<file path="src/hdl/stl_pkg.sv">
`default_nettype none

package stl_pkg;

    localparam int MAX_IDENT_LEN  = 32;
    localparam int POSITION_WIDTH = 16;
    localparam int IDENT_LEN_W    = 6;
    localparam int TAB_MASK       = 7;

    localparam logic [7:0] CH_NEWLINE = 8'h0a;
    localparam logic [7:0] CH_TAB     = 8'h09;
    localparam logic [7:0] CH_SPACE   = 8'h20;
    localparam logic [7:0] CH_VTAB    = 8'h0b;
    localparam logic [7:0] CH_FFEED   = 8'h0c;
    localparam logic [7:0] CH_SLASH   = 8'h2f;
    localparam logic [7:0] CH_STAR    = 8'h2a;
    localparam logic [7:0] CH_DOT     = 8'h2e;

    typedef enum logic [2:0] {
        KIND_PUNCT    = 3'd0,
        KIND_ID_CHAR  = 3'd1,
        KIND_ID_END   = 3'd2,
        KIND_CON_CHAR = 3'd3,
        KIND_CON_END  = 3'd4,
        KIND_EOF      = 3'd5,
        KIND_BAD_CHAR = 3'd6,
        KIND_BAD_CON  = 3'd7
    } kind_t;

    typedef struct packed {
        kind_t                       kind;
        logic [7:0]                  character;
        logic [POSITION_WIDTH-1:0]   line;
        logic [POSITION_WIDTH-1:0]   column;
        logic                        last;
    } result_t;

    function automatic logic is_letter(input logic [7:0] b);
        return (b >= 8'h61 && b <= 8'h7a) || (b >= 8'h41 && b <= 8'h5a);
    endfunction

    function automatic logic is_digit(input logic [7:0] b);
        return b >= 8'h30 && b <= 8'h39;
    endfunction

    function automatic logic is_id_start(input logic [7:0] b);
        return is_letter(b) || b == 8'h24 || b == 8'h5f;
    endfunction

    function automatic logic is_id_char(input logic [7:0] b);
        return is_id_start(b) || is_digit(b);
    endfunction

    function automatic logic is_punct(input logic [7:0] b);
        return b == 8'h25 || b == 8'h26 || b == 8'h28 || b == 8'h29 || b == 8'h2a ||
               b == 8'h2b || b == 8'h2c || b == 8'h2d || b == 8'h3b || b == 8'h3d ||
               b == 8'h7c;
    endfunction

endpackage

`default_nettype wire

</file>
<file path="src/hdl/script_token_lexer.sv">
`default_nettype none

// channel | beat fields                      | handshake
// --------+----------------------------------+----------------------
// input   | byte_in, end_of_input            | in_valid / in_ready
// output  | kind, character, line, column,   | out_valid / out_ready
//         | last                             |
//
// one input beat per cycle while in_ready is high; a beat is classified in its accept cycle and its
// zero, one or two results enter a four-entry queue, visible the next cycle
// the queue drains one result per cycle while out_ready is high, so a run of
// two-result beats fills the queue and in_ready drops between accepted beats
// in_ready is high while the queue has room for two results, independent of
// out_ready; rst_n clears scan mode, counters and queue pointers (line 0, col 0)

module script_token_lexer
    import stl_pkg::*;
(
    input  wire logic        clk,
    input  wire logic        rst_n,
    input  wire logic        in_valid,
    output logic             in_ready,
    input  wire logic [7:0]  byte_in,
    input  wire logic        end_of_input,
    output logic             out_valid,
    input  wire logic        out_ready,
    output logic [2:0]       kind,
    output logic [7:0]       character,
    output logic [15:0]      line,
    output logic [15:0]      column,
    output logic             last
);

    typedef enum logic [2:0] {
        MODE_IDLE  = 3'd0,
        MODE_IDENT = 3'd1,
        MODE_CONST = 3'd2,
        MODE_SLASH = 3'd3,
        MODE_LINEC = 3'd4,
        MODE_BLOCK = 3'd5,
        MODE_STAR  = 3'd6
    } mode_t;

    localparam logic [POSITION_WIDTH-1:0] POS_MAX = '1;

    // scan state
    mode_t                     mode_reg,  mode_next;
    logic [IDENT_LEN_W-1:0]    len_reg,   len_next;
    logic [1:0]                dots_reg,  dots_next;
    logic                      digit_reg, digit_next;
    logic [POSITION_WIDTH-1:0] line_reg,  line_next;
    logic [POSITION_WIDTH-1:0] col_reg,   col_next;

    // result queue
    result_t                   queue_reg [4];
    logic [1:0]                wr_ptr_reg, wr_ptr_next;
    logic [1:0]                rd_ptr_reg, rd_ptr_next;
    logic [2:0]                count_reg,  count_next;

    logic                      in_fire;
    logic                      out_fire;
    logic [POSITION_WIDTH-1:0] col_inc;

    // token-closing result (uses the column before this byte)
    logic                      cls_valid;
    kind_t                     cls_kind;
    logic [7:0]                cls_char;
    logic                      closing;
    logic                      starting;

    // result of the byte itself, or end of file
    logic                      tok_valid;
    kind_t                     tok_kind;
    logic [7:0]                tok_char;
    logic [POSITION_WIDTH-1:0] tok_col;

    result_t                   ent_a;
    result_t                   ent_b;
    logic [1:0]                n_wr;

    assign in_ready  = count_reg <= 3'd2;
    assign in_fire   = in_valid && in_ready;
    assign out_valid = count_reg != 3'd0;
    assign out_fire  = out_valid && out_ready;

    // column advance, saturating
    assign col_inc = (col_reg == POS_MAX) ? col_reg : col_reg + 1'b1;

    always_comb
    begin
        mode_next  = mode_reg;
        len_next   = len_reg;
        dots_next  = dots_reg;
        digit_next = digit_reg;
        line_next  = line_reg;
        col_next   = col_reg;
        closing    = 1'b0;
        starting   = 1'b0;
        cls_valid  = 1'b0;
        cls_kind   = KIND_PUNCT;
        cls_char   = '0;
        tok_valid  = 1'b0;
        tok_kind   = KIND_PUNCT;
        tok_char   = '0;
        tok_col    = col_inc;

        if (in_fire)
        begin
            if (end_of_input)
            begin
                // close what is open, then report end of file in place
                closing   = 1'b1;
                tok_valid = 1'b1;
                tok_kind  = KIND_EOF;
                tok_col   = col_reg;
            end
            else
            begin
                case (mode_reg)
                    MODE_IDENT:
                    begin
                        if (is_id_char(byte_in))
                        begin
                            col_next = col_inc;
                            if (len_reg < IDENT_LEN_W'(MAX_IDENT_LEN))
                            begin
                                len_next  = len_reg + 1'b1;
                                tok_valid = 1'b1;
                                tok_kind  = KIND_ID_CHAR;
                                tok_char  = byte_in;
                            end
                        end
                        else
                        begin
                            closing  = 1'b1;
                            starting = 1'b1;
                        end
                    end
                    MODE_CONST:
                    begin
                        if (is_digit(byte_in) || byte_in == CH_DOT)
                        begin
                            col_next = col_inc;
                            if (byte_in == CH_DOT)
                            begin
                                if (dots_reg != 2'd2)
                                    dots_next = dots_reg + 1'b1;
                            end
                            else
                            begin
                                digit_next = 1'b1;
                            end
                            tok_valid = 1'b1;
                            tok_kind  = KIND_CON_CHAR;
                            tok_char  = byte_in;
                        end
                        else
                        begin
                            closing  = 1'b1;
                            starting = 1'b1;
                        end
                    end
                    MODE_SLASH:
                    begin
                        if (byte_in == CH_SLASH)
                        begin
                            col_next  = col_inc;
                            mode_next = MODE_LINEC;
                        end
                        else if (byte_in == CH_STAR)
                        begin
                            col_next  = col_inc;
                            mode_next = MODE_BLOCK;
                        end
                        else
                        begin
                            closing  = 1'b1;
                            starting = 1'b1;
                        end
                    end
                    MODE_LINEC:
                    begin
                        // newlines in comments move the column only
                        col_next = col_inc;
                        if (byte_in == CH_NEWLINE)
                            mode_next = MODE_IDLE;
                    end
                    MODE_BLOCK:
                    begin
                        col_next = col_inc;
                        if (byte_in == CH_STAR)
                            mode_next = MODE_STAR;
                    end
                    MODE_STAR:
                    begin
                        col_next = col_inc;
                        if (byte_in == CH_SLASH)
                            mode_next = MODE_IDLE;
                        else if (byte_in != CH_STAR)
                            mode_next = MODE_BLOCK;
                    end
                    default:
                    begin
                        starting = 1'b1;
                    end
                endcase
            end
        end

        // end of an open token or a pending slash
        if (closing)
        begin
            mode_next = MODE_IDLE;
            case (mode_reg)
                MODE_IDENT:
                begin
                    cls_valid = 1'b1;
                    cls_kind  = KIND_ID_END;
                end
                MODE_CONST:
                begin
                    cls_valid = 1'b1;
                    cls_kind  = (digit_reg && dots_reg <= 2'd1) ? KIND_CON_END
                                                                : KIND_BAD_CON;
                end
                MODE_SLASH:
                begin
                    cls_valid = 1'b1;
                    cls_kind  = KIND_PUNCT;
                    cls_char  = CH_SLASH;
                end
                default:
                begin
                    cls_valid = 1'b0;
                end
            endcase
        end

        // the byte opens a new token, is a separator, or is reported as a bad character
        if (starting)
        begin
            mode_next = MODE_IDLE;
            col_next  = col_inc;
            if (byte_in == CH_NEWLINE)
            begin
                line_next = (line_reg == POS_MAX) ? line_reg : line_reg + 1'b1;
                col_next  = '0;
            end
            else if (byte_in == CH_TAB)
            begin
                // next multiple of eight, minus one; cannot pass the all-ones max
                col_next = col_inc | POSITION_WIDTH'(TAB_MASK);
            end
            else if (byte_in == CH_SPACE || byte_in == CH_VTAB || byte_in == CH_FFEED)
            begin
                col_next = col_inc;
            end
            else if (byte_in == CH_SLASH)
            begin
                mode_next = MODE_SLASH;
            end
            else if (is_id_start(byte_in))
            begin
                mode_next = MODE_IDENT;
                len_next  = IDENT_LEN_W'(1);
                tok_valid = 1'b1;
                tok_kind  = KIND_ID_CHAR;
                tok_char  = byte_in;
            end
            else if (is_digit(byte_in) || byte_in == CH_DOT)
            begin
                mode_next  = MODE_CONST;
                dots_next  = (byte_in == CH_DOT) ? 2'd1 : 2'd0;
                digit_next = (byte_in != CH_DOT);
                tok_valid  = 1'b1;
                tok_kind   = KIND_CON_CHAR;
                tok_char   = byte_in;
            end
            else if (is_punct(byte_in))
            begin
                tok_valid = 1'b1;
                tok_kind  = KIND_PUNCT;
                tok_char  = byte_in;
            end
            else
            begin
                tok_valid = 1'b1;
                tok_kind  = KIND_BAD_CHAR;
            end
        end
    end

    // pack up to two results; the close result always goes first
    always_comb
    begin
        ent_b.kind      = tok_kind;
        ent_b.character = tok_char;
        ent_b.line      = line_reg;
        ent_b.column    = tok_col;
        ent_b.last      = 1'b1;
        if (cls_valid)
        begin
            ent_a.kind      = cls_kind;
            ent_a.character = cls_char;
            ent_a.line      = line_reg;
            ent_a.column    = col_reg;
            ent_a.last      = !tok_valid;
        end
        else
        begin
            ent_a = ent_b;
        end
        n_wr = 2'(cls_valid) + 2'(tok_valid);
    end

    assign wr_ptr_next = wr_ptr_reg + n_wr;
    assign rd_ptr_next = out_fire ? rd_ptr_reg + 1'b1 : rd_ptr_reg;
    assign count_next  = count_reg + 3'(n_wr) - 3'(out_fire);

    always_ff @(posedge clk or negedge rst_n)
    begin
        if (!rst_n)
        begin
            mode_reg   <= MODE_IDLE;
            len_reg    <= '0;
            dots_reg   <= '0;
            digit_reg  <= 1'b0;
            line_reg   <= '0;
            col_reg    <= '0;
            wr_ptr_reg <= '0;
            rd_ptr_reg <= '0;
            count_reg  <= '0;
        end
        else
        begin
            mode_reg   <= mode_next;
            len_reg    <= len_next;
            dots_reg   <= dots_next;
            digit_reg  <= digit_next;
            line_reg   <= line_next;
            col_reg    <= col_next;
            wr_ptr_reg <= wr_ptr_next;
            rd_ptr_reg <= rd_ptr_next;
            count_reg  <= count_next;
        end
    end

    // queue payload, no reset
    always_ff @(posedge clk)
    begin
        if (n_wr != 2'd0)
            queue_reg[wr_ptr_reg] <= ent_a;
        if (n_wr == 2'd2)
            queue_reg[wr_ptr_reg + 1'b1] <= ent_b;
    end

    assign kind      = queue_reg[rd_ptr_reg].kind;
    assign character = queue_reg[rd_ptr_reg].character;
    assign line      = queue_reg[rd_ptr_reg].line[15:0];
    assign column    = queue_reg[rd_ptr_reg].column[15:0];
    assign last      = queue_reg[rd_ptr_reg].last;

    // queue never holds more than its four entries
    a_count_bound: assert property (@(posedge clk) disable iff (!rst_n)
        count_reg <= 3'd4)
        else $error("result queue overflow");

    // queue occupancy tracks the pointer distance
    a_ptr_consistent: assert property (@(posedge clk) disable iff (!rst_n)
        count_reg[1:0] == 2'(wr_ptr_reg - rd_ptr_reg))
        else $error("queue pointers and count disagree");

    // end of input always leaves the lexer idle
    a_eof_idle: assert property (@(posedge clk) disable iff (!rst_n)
        in_fire && end_of_input |=> mode_reg == MODE_IDLE)
        else $error("lexer not idle after end of input");

    // line counter never moves backward
    a_line_mono: assert property (@(posedge clk) disable iff (!rst_n)
        ##1 line_reg >= $past(line_reg))
        else $error("line counter went backward");

    // an identifier never grows past its length limit
    a_len_bound: assert property (@(posedge clk) disable iff (!rst_n)
        len_reg <= IDENT_LEN_W'(MAX_IDENT_LEN))
        else $error("identifier length past limit");

endmodule

`default_nettype wire
</file>
<file path="config.mk">
export PLATFORM = sky130hd
export DESIGN_NAME = script_token_lexer
export DESIGN_NICKNAME = d
export VERILOG_FILES = /design/src/hdl/stl_pkg.sv /design/src/hdl/script_token_lexer.sv
export SDC_FILE = /design/constraint.sdc
export NUM_CORES = 1
export LEC_CHECK = 0
export BUFFER_PORTS_ARGS = -buffer_cell sky130_fd_sc_hd__buf_4
export CAP_MARGIN = 30
export CORE_MARGIN = 10
export CORE_UTILIZATION = 62
export DETAILED_ROUTE_END_ITERATION = 6
export MAX_ROUTING_LAYER = met4
export PLACE_DENSITY_LB_ADDON = 0.25
export SYNTH_ARGS = -nofsm -noshare
export SYNTH_HDL_FRONTEND = slang
export SYNTH_SLANG_ARGS = --single-unit
</file>
<file path="constraint.sdc">
create_clock -name clk -period 6.2 [get_ports clk]
set_input_delay 0 -clock clk [delete_from_list [all_inputs] [get_ports clk]]
set_output_delay 0 -clock clk [all_outputs]
set_load 0.005 [all_outputs]
</file>
==> results of run 1 <==
[final timing paths]
path,from,to,slack (ps),cells past startpoint
max,count_reg[0],queue_reg[2][19],1510,12
min,byte_in[4],queue_reg[3][37],40,3
max reg2reg,count_reg[0],queue_reg[2][19],1510,12
min reg2reg,queue_reg[0][0],queue_reg[0][0],470,2
max in group asynchronous,rst_n,rd_ptr_reg[0],5620,2
min in group asynchronous,rst_n,col_reg[8],70,2
[cells in the mapped netlist (6+ instances only)]
master	number	share of area
a21o_1	25	0.016
a21oi_1	66	0.027
a311oi_1	10	0.0072
a31oi_1	37	0.019
and2_1	73	0.038
and3_1	13	0.0067
buf_1	11	0.0034
buf_2	8	0.0033
buf_6	9	0.0084
clkbuf_1	45	0.014
dfrtp_1	51	0.11
edfxtp_1	172	0.43
ha_1	12	0.012
inv_1	17	0.0053
mux2i_1	6	0.0050
mux4_2	44	0.082
nand2_1	94	0.029
nand2b_1	8	0.0041
nand3_1	28	0.012
nand4_1	9	0.0047
nor2_1	72	0.022
nor3_1	13	0.0054
o211ai_1	6	0.0037
o21ai_0	35	0.014
o22ai_1	12	0.0062
o31ai_1	12	0.0074
or3_1	9	0.0047
xnor2_1	10	0.0072
xor2_1	20	0.014
[layout by cell type, fill, tap and decap left out, drive strengths merged, types with 5 or more instances in the layout]
cell type / instances
mux4: 44
inv: 19
o21ai: 43
xor2: 20
dlygate4sd3: 9
a311oi: 13
nand2: 97
o31ai: 13
o211ai: 7
and3: 13
ha: 12
clkbuf: 33
a31oi: 37
or3: 9
nand2b: 8
dfrtp: 51
and2: 74
edfxtp: 172
nand3: 29
o22ai: 12
o2bb2ai: 5
xnor2: 10
nand4: 10
nor2: 76
clkinv: 7
a21o: 25
a21oi: 67
buf: 67
mux2i: 6
nor3: 14
[power breakdown]
group | total [mW] | switching, mW | internal (mW)
registers | 2.04 | 0.155 | 1.89
logic | 1.65 | 0.879 | 0.771
clock network | 1.44 | 0.581 | 0.857
[kinds of logic after synthesis]
logic type	after synthesis
mux	53
flops	227
xor+xnor	30
simple gates	356
fa+ha+maj	13
other cells	1
buf+inv	92
compound gates	254
[metal layers]
metal	share of wire	global-route usage	up-vias
li1	-	-	3947
met1	0.42	0.293	4138
met2	0.48	0.347	349
met3	0.073	0.0360	63
met4	0.022	0.0573	0
met5	0	-	-
[repair_timing]
action,4_1_cts,5_1_grt
buffers inserted,0,0
hold buffers,9,0
resized for setup,0,0
hold endpoints to repair,76,0
[cell type report]
| type | instances | share of cell area |
|---|---|---|
| well taps | 265 | 0.0245 |
| flip-flops and latches | 227 | 0.483 |
| clock inverters | 11 | 0.00880 |
| multi-input cells | 710 | 0.382 |
| inverters | 18 | 0.00537 |
| repair buffers | 76 | 0.0454 |
| clock buffers | 33 | 0.0507 |
[worst min-delay path: stages]
cell and delay, ps:
buf_4 150, nand2b_1 160, nor2_1 130
[per-stage QoR]
| step | setup WS [ps] | instances | hold WS, ps | util | power [mW] |
|---|---|---|---|---|---|
| floorplan | 1650 | 1029 | -296 | - | 3.11 |
| global placement | 1680 | 1284 | 88.1 | 0.650 | 3.67 |
| detailed placement | 1530 | 1285 | 96.7 | 0.651 | 3.70 |
| CTS | 1520 | 1338 | 0.502 | 0.697 | 5.14 |
| global route | 1150 | 1340 | 56.2 | 0.699 | 5.39 |
| finish | 1510 | 1340 | 40.8 | 0.699 | 5.13 |
==> results.json, run 1 <==
{
  "tns_ps": 0,
  "drive_gt1_frac": 0.181,
  "area_growth_pct": 11.6,
  "path_clk_slew_ps": 60,
  "synthArstFlopShare": 0.225,
  "crit_path_end_kind": "register",
  "critPathKind": "register to register",
  "synth_fa_ha_area_frac": 0.0141,
  "layout.nets": 1083,
  "start_util": 0.626,
  "clock_sinks": 227,
  "finalHoldViolations": 0,
  "detail_route.wl_per_cell_um": 20.7,
  "worst_path_largest_cell_delay_ps": 550,
  "wl_mm": 27.7,
  "ant_nets": 0,
  "route.detailed.drc": 0,
  "grt_antenna_before_repair": 0,
  "syn_inst": 1026,
  "synth_compound_area_frac": 0.148,
  "ir_worst_vdd_v": 0.000267,
  "fin_skew_ps": 10.4,
  "seq_area_frac_synth": 0.539,
  "avgSynthCellArea_sq_um": 11.8,
  "yosys_warnings": 0,
  "insertion_delay_ps": 520,
  "ys.flop_type": "edfxtp_1",
  "grt_start_max_net_pins": 52,
  "pin_count": 59,
  "yosys_register_bits": 227,
  "dr.pass1.iters": 5,
  "place.gp.congestion": 0.899,
  "cts_tree": "done",
  "die_h_um": 160,
  "vias_per_cell": 6.34,
  "n_fill_cell": 1359,
  "worst_hold_path_type": "primary input to register",
  "coreArea_sq_um": 19300,
  "critical_path.top_delay_family": "simple AND/OR/NAND/NOR gates",
  "numCtsBuffers": 24,
  "clk_path_buf_depth": 3,
  "max_freq_mhz": 213,
  "muxShareOfSynthArea": 0.0896,
  "grt_pass1_vias": 8344,
  "yosys.area_share.simple": 0.152,
  "postPlaceCellArea_sq_um": 12600,
  "grt_pass1_wl_mm": 44.8,
  "multi_input_area_sq_um": 5160,
  "seq_area_sq_um": 6530,
  "die_w_um": 160,
  "synth_area_sq_um": 12100,
  "crit_slowest_cell": "nor3b_1",
  "max_slew_margin": 0.333,
  "clockRootBuffer": "clkbuf_16",
  "min_period_over_period": 0.757,
  "path_common_cell": "buf_4",
  "p_leak_nw": 5.00,
  "largest_reg_flops": 176,
  "numPortBuffers": 58,
  "drv_slew": 0,
  "crit_buf_inv": 4,
  "rsz0062_at_grt": "false",
  "synth.distinct_cells": 85,
  "placementRows": 51,
  "cp_cell_sequence": "a21oi_1 -> and2_1 -> nand2b_1 -> a211oi_2 -> or2_2 -> inv_1 -> ha_1 -> nor3b_1 -> nor2_1 -> buf_4 -> inv_2 -> buf_4",
  "crit_required_ps": 6360,
  "antenna-diode-count": 0,
  "path_max_fanout": 41,
  "detailed_place_hpwl_mm": 18.1,
  "start_kind": "register",
  "routed-via-count": 8497,
  "critPathArrivalTime_ps": 4860,
  "min_period_ps": 4690,
  "finalSetupViolCount": 0,
  "drt-initial-drc-count": 895,
  "maxCapViolations": 0,
  "h-tree-depth": 1,
  "synth_top_family_by_area": "simple AND/OR/NAND/NOR gates",
  "grt_overflow": 0,
  "grtUsageTotal": 0.220,
  "synth_edf_count": 172,
  "powerDensity_nw_per_um2": 380,
  "tightest_slew_ps": 997,
  "final_cell_area_sq_um": 13500,
  "synth_xor_area_frac": 0.0217,
  "status": "finished, final reports clean",
  "dieArea_sq_um": 25500
}
(Power assumes the default switching activity.)
==> run 2: changes to the inputs <==
--- a/config.mk
+++ b/config.mk
@@ -8,7 +8,7 @@
 export BUFFER_PORTS_ARGS = -buffer_cell sky130_fd_sc_hd__buf_4
 export CAP_MARGIN = 30
 export CORE_MARGIN = 10
-export CORE_UTILIZATION = 62
+export CORE_UTILIZATION = 56
 export DETAILED_ROUTE_END_ITERATION = 6
 export MAX_ROUTING_LAYER = met4
 export PLACE_DENSITY_LB_ADDON = 0.25
==> constraint.sdc (replaced) <==
create_clock -name clk -period 4.2 [get_ports clk]
set_input_delay 0 -clock clk [delete_from_list [all_inputs] [get_ports clk]]
set_output_delay 0 -clock clk [all_outputs]
set_load 0.005 [all_outputs]
==> run 2 against run 1 <==
Clock-buffer cell count shrank 1. Global-route usage decreased by 0.98 points. Sequential power up 50%. Power increased by 53%. Die area increased by 9.3%. Clock power rose by 59%. Clock skew rose by 2.0 ps. Combinational power increased by 52%. Critical path type is now primary input to register. Largest power group unchanged.
==> results.json, run 2 (synthesis results as in run 1) <==
{
  "wl_mm": 29.1,
  "power_mw": 7.87,
  "final_common_cell": "edfxtp_1",
  "pin_count": 59,
  "drt-initial-drc-count": 889,
  "finalSetupViolCount": 0,
  "crit_slowest_cell": "dlygate4sd3_1",
  "n_fill_cell": 1580,
  "insertion_delay_ps": 520,
  "pre_cts_ws_ps": 378,
  "grt_pass1_vias": 8276,
  "grt_start_max_net_pins": 56,
  "grt_pass1_wl_mm": 46.7,
  "final_util": 0.649,
  "cts_tree": "done",
  "critical_path.top_delay_family": "simple AND/OR/NAND/NOR gates",
  "die_w_um": 167,
  "status": "finished, final reports clean",
  "dr.pass1.iters": 5,
  "p_comb_frac": 0.319,
  "ant_nets": 0,
  "final_cell_area_sq_um": 13700,
  "h-tree-depth": 1,
  "placementRows": 53,
  "ir_worst_vdd_v": 0.000383,
  "p_switching_mw": 2.47,
  "route.detailed.drc": 0,
  "sw_frac_of_total": 0.314,
  "critPathArrivalTime_ps": 4220,
  "start_util": 0.572,
  "finalHoldViolations": 0,
  "layout.nets": 1096,
  "crit_path_end_kind": "register",
  "grt_overflow": 0,
  "clock_sinks": 227,
  "numCtsBuffers": 24,
  "grt_antenna_before_repair": 0,
  "start_kind": "primary input",
  "postPlaceCellArea_sq_um": 12800,
  "dpl.cell_count": 1310,
  "detailed_place_hpwl_mm": 19.1,
  "vias_per_cell": 6.27,
  "place.gp.congestion": 0.923,
  "reg2reg_slack_ps": 340,
  "p_int_mw": 5.40,
  "crit_buf_inv": 5,
  "drive_gt1_frac": 0.192,
  "clk_path_buf_depth": 3,
  "min_period_ps": 3950,
  "max_slew_margin": 0.374,
  "hold_slack_ps": 52.5,
  "drv_slew": 0,
  "stdcell_count": 1363,
  "worst_path_largest_cell_delay_ps": 530,
  "tightest_slew_ps": 939,
  "clockRootBuffer": "clkbuf_16",
  "critPathKind": "primary input to register",
  "path_clk_slew_ps": 60,
  "pwr-share-clk": 0.291,
  "max_freq_mhz": 253,
  "path_max_fanout": 9,
  "tns_ps": 0,
  "coreArea_sq_um": 21200,
  "cp_cell_sequence": "dlygate4sd3_1 -> buf_4 -> nor3_1 -> nand4_1 -> and3_1 -> a311oi_4 -> a211oi_2 -> or2_2 -> inv_1 -> ha_1 -> nand3b_1 -> inv_1 -> a21boi_2 -> buf_4 -> nor2_2 -> a21o_1",
  "area_growth_pct": 13.5,
  "powerDensity_nw_per_um2": 573,
  "largest_reg_flops": 176,
  "p_leak_nw": 5.11,
  "fin_ws_ps": 248,
  "antenna-diode-count": 0,
  "worst_hold_path_type": "primary input to register",
  "maxCapViolations": 0,
  "seqPwrFrac": 0.390,
  "die_h_um": 167,
  "rsz0062_at_grt": "false",
  "dieArea_sq_um": 27900,
  "detail_route.wl_per_cell_um": 21.4,
  "routed-via-count": 8550,
  "layout_common_cells": "edfxtp_1, nand2_1, buf_4, and2_1, nor2_1",
  "numPortBuffers": 58,
  "crit_required_ps": 4470,
  "fin_skew_ps": 12.4,
  "grtUsageTotal": 0.210,
  "min_period_over_period": 0.941,
  "post-cts-setup-buffers": 0
}
-- run 2: cell count changes in the layout (fill, tap and decap cells not counted) --
cell,previous run,this run
clkbuf_8,5,1
buf_12,0,5
clkinv_1,3,0
clkbuf_1,4,6
bufinv_16,2,5
clkinv_2,3,5
clkinv_8,1,0
inv_8,0,1
inv_6,2,1
clkbuf_16,24,25
buf_4,66,74
-- run 2: timing repair --
action	4_1_cts	5_1_grt
endpoints found under the hold margin	79	0
resized for setup	0	0
hold buffers	9	0
-- run 2: power groups by stage --
stage | clock network (mW) | logic (mW) | registers (mW)
2_1_floorplan | 0 | 1.68 | 2.90
4_1_cts | 2.31 | 2.55 | 3.06
6_report | 2.29 | 2.51 | 3.07
3_3_place_gp | 0 | 2.34 | 3.20
5_1_grt | 2.41 | 2.74 | 3.10
3_5_place_dp | 0 | 2.53 | 3.10
-- run 2: layer usage --
layer,routed length (um),vias up,track usage
met5,0,-,-
met4,487,0,0.0515
met3,2350,40,0.0311
met2,13900,372,0.325
met1,12400,4169,0.288
li1,-,3969,-
-- run 2: worst paths after layout --
| check | from | endpoint | depth (start not counted) |
|---|---|---|---|
| worst max-delay path | byte_in[6] | queue_reg[3][36] | 16 |
| worst min-delay path | byte_in[7] | dots_reg[0] | 5 |
| worst max register to register | mode_reg[1] | queue_reg[1][8] | 10 |
| worst min register to register | queue_reg[3][0] | queue_reg[3][0] | 2 |
| max in group asynchronous | rst_n | rd_ptr_reg[0] | 2 |
| min in group asynchronous | rst_n | col_reg[10] | 2 |
-- run 2: area by class of cell --
cell class | count | area (sq um) | area share
tap | 275 | 344 | 0.0251
clock buffer | 32 | 662 | 0.0482
timing repair buffer | 89 | 773 | 0.0563
inverter | 18 | 72.6 | 0.00528
multi-input combinational | 710 | 5160 | 0.376
sequential | 227 | 6530 | 0.475
clock inverter | 12 | 194 | 0.0141
-- run 2: tightest hold or removal path: stages --
cell	delay, ps
buf_4	100
nor3b_2	80
nand2_1	130
o32ai_1	110
nor2_1	100
==> run 3: changes to the inputs <==
--- a/config.mk
+++ b/config.mk
@@ -10,6 +10,7 @@
 export CORE_MARGIN = 10
 export CORE_UTILIZATION = 56
 export DETAILED_ROUTE_END_ITERATION = 6
+export GPL_TIMING_DRIVEN = 0
 export MAX_ROUTING_LAYER = met4
 export PLACE_DENSITY_LB_ADDON = 0.25
 export SYNTH_ARGS = -nofsm -noshare
==> run 3 against run 2 <==
Cell area grew 1.5%. Register-to-register slack lost 20 ps. Flip-flop and latch count is the same. Via count grew 5.8%. Clock skew shrank 0.96 ps. Power is essentially flat. Final cell count grew 4.1%. Critical path depth shrank 3. Core utilization grew 0.99 points. Die area is the same. Highest routed layer unchanged.
==> results.json, run 3 (synthesis results as in run 1) <==
{
  "dpl.cell_count": 1367,
  "p_comb_frac": 0.361,
  "dieArea_sq_um": 27900,
  "sw_frac_of_total": 0.330,
  "critPathKind": "register to register",
  "reg2reg_depth": 13,
  "final_util": 0.659,
  "min_from": "byte_in[0]",
  "coreArea_sq_um": 21200,
  "drv_slew": 0,
  "tightest_slew_ps": 930,
  "finalSetupViolCount": 0,
  "grt_pass1_wl_mm": 49.3,
  "maxCapViolations": 0,
  "numCtsBuffers": 25,
  "met3_usage": 0.0393,
  "final_cell_area_sq_um": 13900,
  "fin_skew_ps": 11.4,
  "crit_required_ps": 4420,
  "insertion_delay_ps": 540,
  "layout_common_cells": "edfxtp_1, nand2_1, and2_1, nor2_1, a21oi_1",
  "route.detailed.drc": 0,
  "n_fill_cell": 1589,
  "powerDensity_nw_per_um2": 565,
  "clock_sinks": 227,
  "path_max_fanout": 27,
  "die_w_um": 167,
  "min_path_cells": 4,
  "die_h_um": 167,
  "final_common_cell": "edfxtp_1",
  "detail_route.wl_per_cell_um": 22.4,
  "crit_path_end_kind": "register",
  "grt_antenna_before_repair": 0,
  "critPathArrivalTime_ps": 4110,
  "postPlaceCellArea_sq_um": 13000,
  "h-tree-depth": 1,
  "pin_count": 59,
  "seqPwrFrac": 0.371,
  "worst_hold_path_type": "primary input to register",
  "dr.pass1.iters": 6,
  "grt_start_max_net_pins": 52,
  "reg2reg_to": "queue_reg[0][11]",
  "place.gp.congestion": 0.945,
  "pwr-share-clk": 0.268,
  "area_growth_pct": 15.2,
  "placementRows": 53,
  "met1_usage": 0.292,
  "tns_ps": 0,
  "clk_path_buf_depth": 3,
  "antenna-diode-count": 0,
  "status": "finished, final reports clean",
  "stdcell_count": 1419,
  "detailed_place_hpwl_mm": 21.5,
  "min_period_over_period": 0.924,
  "max_freq_mhz": 258,
  "numPortBuffers": 57,
  "drt-initial-drc-count": 999,
  "clockRootBuffer": "clkbuf_16",
  "p_leak_nw": 5.17,
  "p_switching_mw": 2.60,
  "r2r_start": "mode_reg[0]",
  "layout.nets": 1151,
  "min_period_ps": 3880,
  "grtUsageTotal": 0.225,
  "max_slew_margin": 0.380,
  "wl_mm": 31.7,
  "ir_worst_vdd_v": 0.000435,
  "seq_area_sq_um": 6520,
  "multi_input_area_sq_um": 5200,
  "grt-busiest-layer": "met2",
  "start_kind": "register",
  "p_int_mw": 5.28,
  "largest_reg_flops": 176,
  "holdPathEnd": "digit_reg",
  "start_util": 0.572,
  "ant_nets": 0,
  "finalHoldViolations": 0,
  "reg2reg_slack_ps": 320,
  "vias_per_cell": 6.38,
  "rsz0062_at_grt": "false",
  "met2_usage": 0.362,
  "path_clk_slew_ps": 60,
  "routed-via-count": 9049,
  "hold_slack_ps": 17.2,
  "grt_pass1_vias": 8797,
  "cts_tree": "done",
  "drive_gt1_frac": 0.191,
  "grt_overflow": 0
}
## run 3: cell types whose count changed in the layout (fill, tap and decap cells not counted), moves of 3 or more
cell           delta
clkbuf_1         +43
buf_4            -14
buf_1            +11
buf_6            +11
buf_2             +8
clkbuf_8          +6
dlygate4sd3_1     -5
bufinv_16         -4
clkinv_2          -4
buf_8             +3
## run 3: through the flow
step	power, mW	setup slack (ps)
after floorplan	4.58	332
after global placement	5.61	-936
after detailed placement	5.73	-642
after CTS	7.85	0.397
after global routing	8.23	22.6
final	7.87	318
## run 3: critical path, cell delays in order (launching register included)
cell,delay (ps)
dfrtp_1,350
buf_2,250
nand2b_1,210
nor2_2,180
and3_1,210
nand2_2,150
a211oi_4,350
or2_2,210
inv_1,50
ha_1,240
or3_1,520
nand2_2,270
clkbuf_8,320
buf_12,240
## run 3: power groups by stage
stage          Sequential (mW)  Clock [mW]  Combinational (mW)
2_1_floorplan             2.90           0                1.68
3_3_place_gp              2.94           0                2.67
3_5_place_dp              2.95           0                2.78
4_1_cts                   2.90        2.12                2.83
5_1_grt                   2.95        2.21                3.06
6_report                  2.92        2.11                2.84
## run 3: cell type report
type,instances,area share
Sequential cell,227,0.468
Multi-Input combinational cell,710,0.373
Clock buffer,40,0.0511
Timing Repair Buffer,72,0.0447
Buffer,71,0.0284
Tap cell,275,0.0247
Inverter,18,0.00520
Clock inverter,6,0.00502
## run 3: repair_timing
| action | in CTS | in global routing |
|---|---|---|
| cloned | 0 | 0 |
| gates resized for setup | 11 | 12 |
| hold buffers | 4 | 0 |
| setup endpoints to repair | 227 | 211 |
| setup buffers | 0 | 3 |
| endpoints found under the hold margin | 60 | 0 |
## run 3: worst max path at each step
stage            startpoint                to  slack [ps]  cells past startpoint
5_1_grt         mode_reg[0]  queue_reg[1][11]          20                     13
3_5_place_dp   count_reg[0]  queue_reg[2][11]        -640                     14
6_report        mode_reg[0]  queue_reg[0][11]         320                     13
2_1_floorplan  count_reg[0]  queue_reg[2][10]         330                     13
4_1_cts        count_reg[0]  queue_reg[2][11]         0.4                     13
3_3_place_gp   count_reg[0]   queue_reg[2][9]        -940                     13
## run 3: per-layer routing
metal,wire [um],up-vias
li1,-,4078
met1,12800,4430
met2,15300,479
met3,2900,62
met4,711,0
met5,0,-
